### src/rtl/mevb_pkg.sv
// Shared constants, types and arithmetic helpers for the mouse event buffer.
package mevb_pkg;

    localparam int EVENT_DEPTH   = 64;
    localparam int FRACTION_BITS = 8;
    localparam int MAX_RESULTS   = 64;

    localparam int FUNC_W  = 3;
    localparam int DELTA_W = 24;
    localparam int IDX_W   = 3;
    localparam int DRAIN_W = 7;
    localparam int KIND_W  = 2;
    localparam int CODE_W  = 3;
    localparam int VAL_W   = 32;
    localparam int MASK_W  = 4;
    localparam int ACC_W   = 40;
    localparam int Z_W     = DELTA_W + 8;
    localparam int BSEL_W  = $clog2(MASK_W);

    localparam int PTR_W   = $clog2(EVENT_DEPTH);
    localparam int CNT_W   = $clog2(EVENT_DEPTH + 1);
    localparam int RES_W   = $clog2(MAX_RESULTS + 1);
    localparam int CMP_A   = (CNT_W > DRAIN_W) ? CNT_W : DRAIN_W;
    localparam int CMP_W   = (CMP_A > RES_W) ? CMP_A : RES_W;
    localparam int ENTRY_W = CODE_W + VAL_W;

    localparam logic signed [Z_W-1:0]   WHEEL_UNITS = Z_W'(120);
    localparam logic signed [VAL_W-1:0] PRESS_VALUE = VAL_W'(128);
    localparam logic [IDX_W-1:0]        BTN_LAST    = IDX_W'(MASK_W - 1);

    localparam logic signed [ACC_W:0] FRAC_MASK = (ACC_W + 1)'((1 << FRACTION_BITS) - 1);
    localparam logic signed [ACC_W:0] W_MAX     = (ACC_W + 1)'(2 ** (VAL_W - 1) - 1);
    localparam logic signed [ACC_W:0] W_MIN     = -W_MAX - (ACC_W + 1)'(1);

    typedef enum logic [FUNC_W-1:0] {
        FN_MOTION = 3'd0,
        FN_BUTTON = 3'd1,
        FN_WHEEL  = 3'd2,
        FN_READ   = 3'd3,
        FN_DRAIN  = 3'd4
    } func_t;

    typedef enum logic [KIND_W-1:0] {
        KIND_REPORT = 2'd0,
        KIND_EVENT  = 2'd1,
        KIND_EMPTY  = 2'd2
    } kind_t;

    localparam logic [CODE_W-1:0] EV_X     = 3'd0;
    localparam logic [CODE_W-1:0] EV_Y     = 3'd1;
    localparam logic [CODE_W-1:0] EV_WHEEL = 3'd2;
    localparam logic [CODE_W-1:0] EV_BTN0  = 3'd3;

    typedef enum logic [2:0] {
        ACC_NONE   = 3'd0,
        ACC_MOTION = 3'd1,
        ACC_WHEEL  = 3'd2,
        ACC_BUTTON = 3'd3,
        ACC_CALC   = 3'd4,
        ACC_TAKE   = 3'd5
    } acc_op_t;

    typedef struct packed {
        logic [CODE_W-1:0]       code;
        logic signed [VAL_W-1:0] value;
    } ring_entry_t;

    typedef struct packed {
        acc_op_t                   op;
        logic signed [DELTA_W-1:0] dx;
        logic signed [DELTA_W-1:0] dy;
        logic signed [Z_W-1:0]     z;
        logic [IDX_W-1:0]          bidx;
        logic                      down;
    } acc_cmd_t;

    typedef struct packed {
        logic signed [VAL_W-1:0] rx;
        logic signed [VAL_W-1:0] ry;
        logic signed [VAL_W-1:0] rz;
        logic [MASK_W-1:0]       mask;
    } acc_report_t;

    typedef struct packed {
        logic        push;
        ring_entry_t entry;
        logic        pop_rd;
        logic        pop_adv;
    } ring_cmd_t;

    typedef struct packed {
        logic [CNT_W-1:0] count;
        ring_entry_t      rdata;
    } ring_stat_t;

    typedef struct packed {
        logic [KIND_W-1:0]       kind;
        logic signed [VAL_W-1:0] dx;
        logic signed [VAL_W-1:0] dy;
        logic signed [VAL_W-1:0] dz;
        logic [MASK_W-1:0]       mask;
        logic [CODE_W-1:0]       code;
        logic signed [VAL_W-1:0] value;
        logic                    last;
    } rsp_t;

    function automatic logic signed [ACC_W-1:0] sat_acc(input logic signed [ACC_W:0] a);
        logic signed [ACC_W-1:0] r;
        if (a[ACC_W] != a[ACC_W-1])
            r = a[ACC_W] ? {1'b1, {(ACC_W - 1){1'b0}}} : {1'b0, {(ACC_W - 1){1'b1}}};
        else
            r = a[ACC_W-1:0];
        return r;
    endfunction

    // Whole part, truncated toward zero and saturated to the report width.
    function automatic logic signed [VAL_W-1:0] whole32(input logic signed [ACC_W-1:0] a);
        logic signed [ACC_W:0]   s;
        logic signed [ACC_W:0]   w;
        logic signed [VAL_W-1:0] r;
        s = (ACC_W + 1)'(a) + (a[ACC_W-1] ? FRAC_MASK : '0);
        w = s >>> FRACTION_BITS;
        if (w > W_MAX)
            r = W_MAX[VAL_W-1:0];
        else if (w < W_MIN)
            r = W_MIN[VAL_W-1:0];
        else
            r = w[VAL_W-1:0];
        return r;
    endfunction

    function automatic logic [PTR_W-1:0] ring_add(input logic [PTR_W-1:0] p,
                                                 input logic [CNT_W-1:0] n);
        logic [CNT_W:0] s;
        s = (CNT_W + 1)'(p) + (CNT_W + 1)'(n);
        if (s >= (CNT_W + 1)'(EVENT_DEPTH))
            s = s - (CNT_W + 1)'(EVENT_DEPTH);
        return s[PTR_W-1:0];
    endfunction

endpackage

### src/rtl/mevb_if.sv
// Command and response channel interfaces of the mouse event buffer.
interface mevb_cmd_if;
    import mevb_pkg::*;

    logic                      valid;
    logic                      ready;
    logic [FUNC_W-1:0]         func;
    logic signed [DELTA_W-1:0] delta_x;
    logic signed [DELTA_W-1:0] delta_y;
    logic signed [DELTA_W-1:0] wheel_steps;
    logic [IDX_W-1:0]          button_index;
    logic                      button_down;
    logic [DRAIN_W-1:0]        drain_max;

    modport source (
        output valid, func, delta_x, delta_y, wheel_steps, button_index, button_down,
               drain_max,
        input  ready
    );

    modport sink (
        input  valid, func, delta_x, delta_y, wheel_steps, button_index, button_down,
               drain_max,
        output ready
    );
endinterface

interface mevb_rsp_if;
    import mevb_pkg::*;

    logic                    valid;
    logic                    ready;
    logic [KIND_W-1:0]       result_kind;
    logic signed [VAL_W-1:0] report_dx;
    logic signed [VAL_W-1:0] report_dy;
    logic signed [VAL_W-1:0] report_dz;
    logic [MASK_W-1:0]       button_mask;
    logic [CODE_W-1:0]       event_code;
    logic signed [VAL_W-1:0] event_value;
    logic                    last;

    modport source (
        output valid, result_kind, report_dx, report_dy, report_dz, button_mask, event_code,
               event_value, last,
        input  ready
    );

    modport sink (
        input  valid, result_kind, report_dx, report_dy, report_dz, button_mask, event_code,
               event_value, last,
        output ready
    );
endinterface

### src/rtl/mevb_ram.sv
// Generic single-write, single-read RAM with registered read data.
module mevb_ram #(
    parameter int WIDTH = 8,
    parameter int DEPTH = 16
) (
    input  logic                     clk,
    input  logic                     we,
    input  logic [$clog2(DEPTH)-1:0] waddr,
    input  logic [WIDTH-1:0]         wdata,
    input  logic                     re,
    input  logic [$clog2(DEPTH)-1:0] raddr,
    output logic [WIDTH-1:0]         rdata
);

    logic [WIDTH-1:0] mem [DEPTH];

    always_ff @(posedge clk)
    begin
        if (we)
        begin
            mem[waddr] <= wdata;
        end
        if (re)
        begin
            rdata <= mem[raddr];
        end
    end

endmodule

### src/rtl/mevb_ring.sv
// Event ring: head and count pointers around the ring RAM, oldest dropped when full.
module mevb_ring (
    input  logic                  clk,
    input  logic                  rst_n,
    input  mevb_pkg::ring_cmd_t   cmd,
    output mevb_pkg::ring_stat_t  stat
);
    import mevb_pkg::*;

    logic [PTR_W-1:0] head_reg;
    logic [PTR_W-1:0] head_next;
    logic [CNT_W-1:0] count_reg;
    logic [CNT_W-1:0] count_next;
    logic [PTR_W-1:0] waddr;
    ring_entry_t      rdata;

    assign waddr = ring_add(head_reg, count_reg);

    always_comb
    begin
        head_next  = head_reg;
        count_next = count_reg;
        if (cmd.push)
        begin
            if (count_reg == CNT_W'(EVENT_DEPTH))
                head_next = ring_add(head_reg, CNT_W'(1));
            else
                count_next = count_reg + CNT_W'(1);
        end
        else if (cmd.pop_adv)
        begin
            head_next  = ring_add(head_reg, CNT_W'(1));
            count_next = count_reg - CNT_W'(1);
        end
    end

    always_ff @(posedge clk or negedge rst_n)
    begin
        if (!rst_n)
        begin
            head_reg  <= '0;
            count_reg <= '0;
        end
        else
        begin
            head_reg  <= head_next;
            count_reg <= count_next;
        end
    end

    mevb_ram #(
        .WIDTH (ENTRY_W),
        .DEPTH (EVENT_DEPTH)
    ) u_ram (
        .clk   (clk),
        .we    (cmd.push),
        .waddr (waddr),
        .wdata (cmd.entry),
        .re    (cmd.pop_rd),
        .raddr (head_reg),
        .rdata (rdata)
    );

    assign stat.count = count_reg;
    assign stat.rdata = rdata;

    a_count_bound: assert property (@(posedge clk) disable iff (!rst_n)
        count_reg <= CNT_W'(EVENT_DEPTH))
        else $error("ring count above depth");

    a_pop_nonempty: assert property (@(posedge clk) disable iff (!rst_n)
        cmd.pop_adv |-> count_reg != '0)
        else $error("pop from empty ring");

    a_full_stays: assert property (@(posedge clk) disable iff (!rst_n)
        (cmd.push && count_reg == CNT_W'(EVENT_DEPTH)) |=> count_reg == CNT_W'(EVENT_DEPTH))
        else $error("push on full ring changed count");

endmodule

### src/rtl/mevb_accum.sv
// Motion and wheel accumulators, held button mask and state report computation.
module mevb_accum (
    input  logic                   clk,
    input  logic                   rst_n,
    input  mevb_pkg::acc_cmd_t     cmd,
    output mevb_pkg::acc_report_t  report
);
    import mevb_pkg::*;

    logic signed [ACC_W-1:0] x_reg;
    logic signed [ACC_W-1:0] x_next;
    logic signed [ACC_W-1:0] y_reg;
    logic signed [ACC_W-1:0] y_next;
    logic signed [ACC_W-1:0] z_reg;
    logic signed [ACC_W-1:0] z_next;
    logic [MASK_W-1:0]       held_reg;
    logic [MASK_W-1:0]       held_next;
    logic signed [VAL_W-1:0] rx_reg;
    logic signed [VAL_W-1:0] ry_reg;
    logic signed [VAL_W-1:0] rz_reg;

    always_comb
    begin
        x_next    = x_reg;
        y_next    = y_reg;
        z_next    = z_reg;
        held_next = held_reg;
        case (cmd.op)
            ACC_MOTION:
            begin
                x_next = sat_acc((ACC_W + 1)'(x_reg) + (ACC_W + 1)'(cmd.dx));
                y_next = sat_acc((ACC_W + 1)'(y_reg) + (ACC_W + 1)'(cmd.dy));
            end
            ACC_WHEEL:
            begin
                z_next = sat_acc((ACC_W + 1)'(z_reg) + (ACC_W + 1)'(cmd.z));
            end
            ACC_BUTTON:
            begin
                held_next[cmd.bidx[BSEL_W-1:0]] = cmd.down;
            end
            ACC_TAKE:
            begin
                x_next = x_reg - (ACC_W'(rx_reg) <<< FRACTION_BITS);
                y_next = y_reg - (ACC_W'(ry_reg) <<< FRACTION_BITS);
                z_next = z_reg - (ACC_W'(rz_reg) <<< FRACTION_BITS);
            end
            default:
            begin
            end
        endcase
    end

    always_ff @(posedge clk or negedge rst_n)
    begin
        if (!rst_n)
        begin
            x_reg    <= '0;
            y_reg    <= '0;
            z_reg    <= '0;
            held_reg <= '0;
        end
        else
        begin
            x_reg    <= x_next;
            y_reg    <= y_next;
            z_reg    <= z_next;
            held_reg <= held_next;
        end
    end

    // Hold the whole parts until the report is taken.
    always_ff @(posedge clk)
    begin
        if (cmd.op == ACC_CALC)
        begin
            rx_reg <= whole32(x_reg);
            ry_reg <= whole32(y_reg);
            rz_reg <= whole32(z_reg);
        end
    end

    assign report.rx   = rx_reg;
    assign report.ry   = ry_reg;
    assign report.rz   = rz_reg;
    assign report.mask = held_reg;

endmodule

### src/rtl/mouse_event_buffer.sv
// Top level of the mouse event buffer: command sequencer and response register.
//
//   channel | dir | payload
//   cmd     | in  | func, delta_x, delta_y, wheel_steps, button_index, button_down, drain_max
//   rsp     | out | result_kind, report_dx/dy/dz, button_mask, event_code, event_value, last
//
// Each command is accepted in S_IDLE and run in S_EXEC; motion goes on to S_PUSH_Y,
// a state read to S_REPORT, an empty drain to S_EMPTY. Each drained event is a ring RAM
// read and a load of the response register, one RAM read port serving all of them.
// Reset clears accumulators, button mask and ring pointers at once; no clearing pass.
// A stalled rsp holds the sequencer before the next response load; commands that
// produce no response still complete while a response waits.
module mouse_event_buffer (
    input  logic        clk,
    input  logic        rst_n,
    mevb_cmd_if.sink    cmd,
    mevb_rsp_if.source  rsp
);
    import mevb_pkg::*;

    typedef enum logic [6:0] {
        S_IDLE   = 7'b0000001,
        S_EXEC   = 7'b0000010,
        S_PUSH_Y = 7'b0000100,
        S_REPORT = 7'b0001000,
        S_EMPTY  = 7'b0010000,
        S_DRD    = 7'b0100000,
        S_DWAIT  = 7'b1000000
    } state_t;

    state_t                    state_reg;
    state_t                    state_next;
    logic [RES_W-1:0]          remaining_reg;
    logic [RES_W-1:0]          remaining_next;
    logic                      out_valid_reg;
    logic                      out_valid_next;
    rsp_t                      out_reg;
    rsp_t                      out_next;

    logic [FUNC_W-1:0]         func_reg;
    logic signed [DELTA_W-1:0] dx_reg;
    logic signed [DELTA_W-1:0] dy_reg;
    logic signed [Z_W-1:0]     z_reg;
    logic [IDX_W-1:0]          bidx_reg;
    logic                      down_reg;
    logic [DRAIN_W-1:0]        dmax_reg;

    logic                      accept;
    logic                      out_free;
    logic [CMP_W-1:0]          cnt_c;
    logic [CMP_W-1:0]          max_c;
    logic [CMP_W-1:0]          n_c;

    acc_cmd_t                  acc_cmd;
    acc_report_t               acc_rep;
    ring_cmd_t                 ring_cmd;
    ring_stat_t                ring_stat;

    assign cmd.ready = (state_reg == S_IDLE);
    assign accept    = cmd.valid && cmd.ready;
    assign out_free  = !out_valid_reg || rsp.ready;

    assign cnt_c = CMP_W'(ring_stat.count);
    assign max_c = CMP_W'(dmax_reg);

    always_comb
    begin
        n_c = (cnt_c < max_c) ? cnt_c : max_c;
        if (n_c > CMP_W'(MAX_RESULTS))
            n_c = CMP_W'(MAX_RESULTS);
    end

    // Latch the command; form the wheel product here.
    always_ff @(posedge clk)
    begin
        if (accept)
        begin
            func_reg <= cmd.func;
            dx_reg   <= cmd.delta_x;
            dy_reg   <= cmd.delta_y;
            z_reg    <= Z_W'(cmd.wheel_steps) * WHEEL_UNITS;
            bidx_reg <= cmd.button_index;
            down_reg <= cmd.button_down;
            dmax_reg <= cmd.drain_max;
        end
    end

    always_comb
    begin
        state_next     = state_reg;
        remaining_next = remaining_reg;
        out_valid_next = out_valid_reg && !rsp.ready;
        out_next       = out_reg;

        acc_cmd.op     = ACC_NONE;
        acc_cmd.dx     = dx_reg;
        acc_cmd.dy     = dy_reg;
        acc_cmd.z      = z_reg;
        acc_cmd.bidx   = bidx_reg;
        acc_cmd.down   = down_reg;

        ring_cmd.push        = 1'b0;
        ring_cmd.entry.code  = EV_X;
        ring_cmd.entry.value = whole32(ACC_W'(dx_reg));
        ring_cmd.pop_rd      = 1'b0;
        ring_cmd.pop_adv     = 1'b0;

        case (state_reg)
            S_IDLE:
            begin
                if (accept)
                    state_next = S_EXEC;
            end
            S_EXEC:
            begin
                state_next = S_IDLE;
                case (func_reg)
                    FN_MOTION:
                    begin
                        acc_cmd.op    = ACC_MOTION;
                        ring_cmd.push = (dx_reg != '0);
                        state_next    = S_PUSH_Y;
                    end
                    FN_BUTTON:
                    begin
                        if (bidx_reg <= BTN_LAST)
                        begin
                            acc_cmd.op           = ACC_BUTTON;
                            ring_cmd.push        = 1'b1;
                            ring_cmd.entry.code  = EV_BTN0 + CODE_W'(bidx_reg);
                            ring_cmd.entry.value = down_reg ? PRESS_VALUE : '0;
                        end
                    end
                    FN_WHEEL:
                    begin
                        acc_cmd.op           = ACC_WHEEL;
                        ring_cmd.push        = 1'b1;
                        ring_cmd.entry.code  = EV_WHEEL;
                        ring_cmd.entry.value = whole32(ACC_W'(z_reg));
                    end
                    FN_READ:
                    begin
                        acc_cmd.op = ACC_CALC;
                        state_next = S_REPORT;
                    end
                    FN_DRAIN:
                    begin
                        remaining_next = RES_W'(n_c);
                        state_next     = (n_c == '0) ? S_EMPTY : S_DRD;
                    end
                    default:
                    begin
                    end
                endcase
            end
            S_PUSH_Y:
            begin
                ring_cmd.push        = (dy_reg != '0);
                ring_cmd.entry.code  = EV_Y;
                ring_cmd.entry.value = whole32(ACC_W'(dy_reg));
                state_next           = S_IDLE;
            end
            S_REPORT:
            begin
                if (out_free)
                begin
                    acc_cmd.op     = ACC_TAKE;
                    out_valid_next = 1'b1;
                    out_next       = '0;
                    out_next.kind  = KIND_REPORT;
                    out_next.dx    = acc_rep.rx;
                    out_next.dy    = acc_rep.ry;
                    out_next.dz    = acc_rep.rz;
                    out_next.mask  = acc_rep.mask;
                    out_next.last  = 1'b1;
                    state_next     = S_IDLE;
                end
            end
            S_EMPTY:
            begin
                if (out_free)
                begin
                    out_valid_next = 1'b1;
                    out_next       = '0;
                    out_next.kind  = KIND_EMPTY;
                    out_next.last  = 1'b1;
                    state_next     = S_IDLE;
                end
            end
            S_DRD:
            begin
                ring_cmd.pop_rd = 1'b1;
                state_next      = S_DWAIT;
            end
            S_DWAIT:
            begin
                if (out_free)
                begin
                    ring_cmd.pop_adv = 1'b1;
                    out_valid_next   = 1'b1;
                    out_next         = '0;
                    out_next.kind    = KIND_EVENT;
                    out_next.code    = ring_stat.rdata.code;
                    out_next.value   = ring_stat.rdata.value;
                    out_next.last    = (remaining_reg == RES_W'(1));
                    remaining_next   = remaining_reg - RES_W'(1);
                    state_next       = (remaining_reg == RES_W'(1)) ? S_IDLE : S_DRD;
                end
            end
            default:
            begin
                state_next = S_IDLE;
            end
        endcase
    end

    always_ff @(posedge clk or negedge rst_n)
    begin
        if (!rst_n)
        begin
            state_reg     <= S_IDLE;
            remaining_reg <= '0;
            out_valid_reg <= 1'b0;
        end
        else
        begin
            state_reg     <= state_next;
            remaining_reg <= remaining_next;
            out_valid_reg <= out_valid_next;
        end
    end

    always_ff @(posedge clk)
    begin
        out_reg <= out_next;
    end

    mevb_accum u_accum (
        .clk    (clk),
        .rst_n  (rst_n),
        .cmd    (acc_cmd),
        .report (acc_rep)
    );

    mevb_ring u_ring (
        .clk   (clk),
        .rst_n (rst_n),
        .cmd   (ring_cmd),
        .stat  (ring_stat)
    );

    assign rsp.valid       = out_valid_reg;
    assign rsp.result_kind = out_reg.kind;
    assign rsp.report_dx   = out_reg.dx;
    assign rsp.report_dy   = out_reg.dy;
    assign rsp.report_dz   = out_reg.dz;
    assign rsp.button_mask = out_reg.mask;
    assign rsp.event_code  = out_reg.code;
    assign rsp.event_value = out_reg.value;
    assign rsp.last        = out_reg.last;

    a_drain_left: assert property (@(posedge clk) disable iff (!rst_n)
        state_reg == S_DWAIT |-> remaining_reg != '0)
        else $error("drain wait with nothing left");

    a_drain_last: assert property (@(posedge clk) disable iff (!rst_n)
        (state_reg == S_DWAIT && out_free && remaining_reg == RES_W'(1))
        |=> rsp.valid && rsp.last)
        else $error("final drained event not marked last");

    a_report_load: assert property (@(posedge clk) disable iff (!rst_n)
        (state_reg == S_REPORT && out_free)
        |=> rsp.valid && rsp.result_kind == KIND_REPORT && rsp.event_value == '0)
        else $error("state report not loaded");

endmodule
### src/flat_wrapper.sv
// flat-port wrapper written by rule: the top's interface ports become plain ports
module mouse_event_buffer_flat import mevb_pkg::*;
  (clk, rst_n, cmd_valid, cmd_func, cmd_delta_x, cmd_delta_y, cmd_wheel_steps, cmd_button_index, cmd_button_down, cmd_drain_max, cmd_ready, rsp_valid, rsp_result_kind, rsp_report_dx, rsp_report_dy, rsp_report_dz, rsp_button_mask, rsp_event_code, rsp_event_value, rsp_last, rsp_ready);
  mevb_cmd_if cmd_i ();
  mevb_rsp_if rsp_i ();
  input  logic clk;
  input  logic rst_n;
  input wire logic [$bits(cmd_i.valid)-1:0] cmd_valid;
  input wire logic [$bits(cmd_i.func)-1:0] cmd_func;
  input wire logic [$bits(cmd_i.delta_x)-1:0] cmd_delta_x;
  input wire logic [$bits(cmd_i.delta_y)-1:0] cmd_delta_y;
  input wire logic [$bits(cmd_i.wheel_steps)-1:0] cmd_wheel_steps;
  input wire logic [$bits(cmd_i.button_index)-1:0] cmd_button_index;
  input wire logic [$bits(cmd_i.button_down)-1:0] cmd_button_down;
  input wire logic [$bits(cmd_i.drain_max)-1:0] cmd_drain_max;
  output wire logic [$bits(cmd_i.ready)-1:0] cmd_ready;
  output wire logic [$bits(rsp_i.valid)-1:0] rsp_valid;
  output wire logic [$bits(rsp_i.result_kind)-1:0] rsp_result_kind;
  output wire logic [$bits(rsp_i.report_dx)-1:0] rsp_report_dx;
  output wire logic [$bits(rsp_i.report_dy)-1:0] rsp_report_dy;
  output wire logic [$bits(rsp_i.report_dz)-1:0] rsp_report_dz;
  output wire logic [$bits(rsp_i.button_mask)-1:0] rsp_button_mask;
  output wire logic [$bits(rsp_i.event_code)-1:0] rsp_event_code;
  output wire logic [$bits(rsp_i.event_value)-1:0] rsp_event_value;
  output wire logic [$bits(rsp_i.last)-1:0] rsp_last;
  input wire logic [$bits(rsp_i.ready)-1:0] rsp_ready;
  assign cmd_i.valid = cmd_valid;
  assign cmd_i.func = cmd_func;
  assign cmd_i.delta_x = cmd_delta_x;
  assign cmd_i.delta_y = cmd_delta_y;
  assign cmd_i.wheel_steps = cmd_wheel_steps;
  assign cmd_i.button_index = cmd_button_index;
  assign cmd_i.button_down = cmd_button_down;
  assign cmd_i.drain_max = cmd_drain_max;
  assign cmd_ready = cmd_i.ready;
  assign rsp_valid = rsp_i.valid;
  assign rsp_result_kind = rsp_i.result_kind;
  assign rsp_report_dx = rsp_i.report_dx;
  assign rsp_report_dy = rsp_i.report_dy;
  assign rsp_report_dz = rsp_i.report_dz;
  assign rsp_button_mask = rsp_i.button_mask;
  assign rsp_event_code = rsp_i.event_code;
  assign rsp_event_value = rsp_i.event_value;
  assign rsp_last = rsp_i.last;
  assign rsp_i.ready = rsp_ready;
  mouse_event_buffer u_core (.clk(clk), .rst_n(rst_n), .cmd(cmd_i), .rsp(rsp_i));
endmodule
### config.mk
export PLATFORM = sky130hd
export DESIGN_NAME = mouse_event_buffer_flat
export DESIGN_NICKNAME = d
export VERILOG_FILES = /design/src/rtl/mevb_pkg.sv /design/src/rtl/mevb_if.sv /design/src/rtl/mevb_ram.sv /design/src/rtl/mevb_ring.sv /design/src/rtl/mevb_accum.sv /design/src/rtl/mouse_event_buffer.sv /design/src/flat_wrapper.sv
export SDC_FILE = /design/constraint.sdc
export NUM_CORES = 2
export LEC_CHECK = 0
export BUFFER_PORTS_ARGS = -buffer_cell sky130_fd_sc_hd__clkbuf_2
export CELL_PAD_IN_SITES_DETAIL_PLACEMENT = 1
export CELL_PAD_IN_SITES_GLOBAL_PLACEMENT = 1
export CORE_MARGIN = 5
export CORE_UTILIZATION = 38
export CTS_CLUSTER_SIZE = 20
export DETAILED_ROUTE_END_ITERATION = 12
export PLACE_DENSITY_LB_ADDON = 0.1
export SYNTH_ARGS = -nofsm -noshare
export SYNTH_HDL_FRONTEND = slang
export SYNTH_SLANG_ARGS = --single-unit
### constraint.sdc
create_clock -name clk -period 15.05 [get_ports clk]
set_input_delay 2.2575 -clock clk [delete_from_list [all_inputs] [get_ports clk]]
set_output_delay 2.2575 -clock clk [all_outputs]
set_load 0.02 [all_outputs]
==> flow_summary.ini <==
[floorplan]
io_pins = 230
fp.dieW_um = 536
die_height_um = 536
rows = 193
die_area_um2 = 288000
start_util_pct = 38.1
fp.coreArea_um2 = 276000

[setup_path]
path_cells = ha_1 > a21o_1 > a21oi_1 > o21ai_0 > a21oi_1 > o21ai_0 > o2bb2ai_1 > o41ai_2 > o31ai_1 > nand4_1 > o311ai_1 > ha_1 > buf_4 > inv_1 > o21ai_2 > nor2_1 > a211oi_1 > o22ai_1
critical_path.max_fanout = 27
cp-end-kind = flip-flop
cp.arrival_ns = 6.46
cp_data_required_time_ns = 15.80
cp-start-kind = flip-flop
slowest_stage = nor2_1
crit_path_max_incr_delay_ns = 0.85
critical_path_class = reg -> reg

[logic_synthesis]
syn_nets = 7039
synth_top_cell_by_area = edfxtp_1
synth_cells = 6572
synth.most_common_cell = edfxtp_1
synth_ff_type = edfxtp_1
yosys_warnings = 0
synth.avg_cell_area_um2 = 16.0
synthTopCellsByCount = edfxtp_1, mux4_2, nand2_1
synth_top_area_share_pct = 61.0
ys_ff_latch = 2288
yosys.cell_types.count = 101
synth_edf_count = 2138
syn_area_um2 = 105000
async_reset_ff_share_pct = 6.56
ys_top_cells_by_area = edfxtp_1, mux4_2, ha_1
ys_seq_area_share_pct = 64.6

[power_and_ir_drop]
switching_share_pct = 34.2
leakage_nw = 41.8
comb_power_share_pct = 30.2
p_int_mw = 13.8
vdd_drop_max_v = 0.000179
p_seq_share_pct = 39.5
p_clk_share_pct = 30.4
p_sw_mw = 7.19
finalPower_mw = 21.0
p_per_area_nw_per_um2 = 174

[placement]
gp_congestion = 0.810
hpwl_um = 202000
portBuffers = 229

[clock_tree]
cts_hold_buf = 0
cts_inserted_buffers = 267
post_cts_buffers = 0
cts-root-buf = clkbuf_16
clkSlewWorstSetupHoldPaths_ns = 0.06
ctsHtreeMaxLevel = 5
cts_resized = 0
clockBufferDepth = 4
cts_sinks = 2288
clk_latency_ns = 0.92
cts_tree = done

[sta]
setup_viol_count_final = 0
hold_viol_final = 0
fin_setup_tns_ns = 0
worst_pin_slew_ns = 1.22
fin_skew_ns = 0.0919
post-route-period-util_pct = 37.9
relSlewSlack_pct = 18.4
timing.fmax_mhz = 175
rsz0062_at_grt = no
slew_viol_final = 0
fin_crit_ns = 5.71

[final_layout]
drive_above_1_share_pct = 21.2
fin_nets = 7410
post-route-util_pct = 43.7
fillers = 26930
largest_reg_flops = 1792
area_growth_pct = 14.6

[drt]
vias = 60805
drt-total-wl_um = 314000
viasPerCell = 5.60
routedWlPerCell_um = 28.9
drt_iter0_drc = 4331
drc = 0
ant_nets = 0
detailedRoute.firstPassIterationCount = 5

[grt]
grt_max_degree = 141
grt_usage_pct = 21.6
overflow = 0
grt_pass1_wl_um = 458000
grt_antenna_before_repair = 17
first_global_vias = 64970

[status]
outcome = complete, no violations

[worst_hold_path]
holdCritPathClass = reg -> reg

[run]
drv_cap = 0
metal layers:
layer  global-route usage (%)  vias to the layer above  part of all wire (%)
met2                     38.3                     1226                    51
met5                        0                        -                     0
met1                     28.4                    32378                    42
met4                     5.03                        0                   2.2
met3                     2.56                      371                   3.9
li1                         -                    26830                     -
metrics by stage:
step,cell area (um2),instances,setup WS [ns],hold slack (ns)
after floorplan,105000,6572,6.65,0.441
after global placement,112000,10379,8.80,0.499
after detailed placement,112000,10379,8.81,0.509
after CTS,121000,10853,9.25,0.521
after global routing,121000,10855,8.84,0.545
final,121000,10861,9.34,0.516
cell usage in the layout, fill, tap and decap left out, types with 51 or more instances in the layout:
cell / n
ha_1: 326
fa_1: 51
a21o_1: 159
nand4_1: 55
a31oi_1: 52
edfxtp_1: 2138
xnor2_1: 184
clkbuf_1: 63
xor2_1: 145
inv_1: 273
a21oi_1: 313
nor2_1: 242
nand3_1: 104
nor3_1: 145
nor2_4: 68
o21ai_0: 223
nand2_1: 337
buf_4: 146
and2_1: 56
clkbuf_2: 228
clkbuf_16: 268
mux4_2: 588
dfrtp_1: 143
final cells by class:
type,count,area [um2],area share (%)
diodes,8,20.0,0.0166
repair buffers,379,2330,1.93
multi-input cells,3732,36000,29.9
clock buffers,338,7040,5.84
well taps,3705,4640,3.84
flip-flops and latches,2288,68000,56.4
inverters,275,1040,0.860
clock inverters,136,1550,1.28
kinds of logic (layout without fill, tap and decap cells):
logic type / Yosys count / in the layout / synth area share, %
buf+inv: 552 / 1128 / 2.03
compound gates: 1169 / 1169 / 7.31
xor+xnor: 329 / 329 / 2.74
mux: 611 / 611 / 12.8
flops: 2288 / 2288 / 64.6
simple gates: 1246 / 1246 / 5.69
fa+ha+maj: 377 / 377 / 4.85
other cells: 0 / 8 / 0
worst max-delay path, delay by kind of cell, from the launching register on:
family                   cells  cell delay [ns]
AO/OA/AOI/OAI               12             3.06
buffers and inverters        2             0.46
adder cells (fa/ha/maj)      2             0.59
AND/OR/NAND/NOR              2             1.01
flip-flops                   1             0.46
path summary, 6_finish.rpt:
kind	from	endpoint	slack, ns	depth (start not counted)
worst max-delay path	u_core.dx_reg[1]	u_core.u_accum.x_reg[34]	9.34	18
worst min-delay path	u_core.u_accum.y_reg[0]	u_core.u_accum.y_reg[0]	0.52	2
worst max register to register	u_core.dx_reg[1]	u_core.u_accum.x_reg[34]	9.34	18
worst min register to register	u_core.u_accum.y_reg[0]	u_core.u_accum.y_reg[0]	0.52	2
max in group asynchronous	rst_n	u_core.u_ring.head_reg[0]	11.57	3
min in group asynchronous	rst_n	u_core.u_accum.x_reg[8]	1.32	1
power by group through the flow:
stage | logic [mW] | clock network (mW) | registers [mW]
floorplan | 4.58 | 0 | 8.18
global placement | 6.28 | 0 | 8.44
detailed placement | 6.37 | 0 | 8.44
CTS | 6.41 | 6.56 | 8.31
global route | 7.00 | 6.85 | 8.34
finish | 6.34 | 6.39 | 8.30
Note: power is estimated with default switching activity, not from simulation.
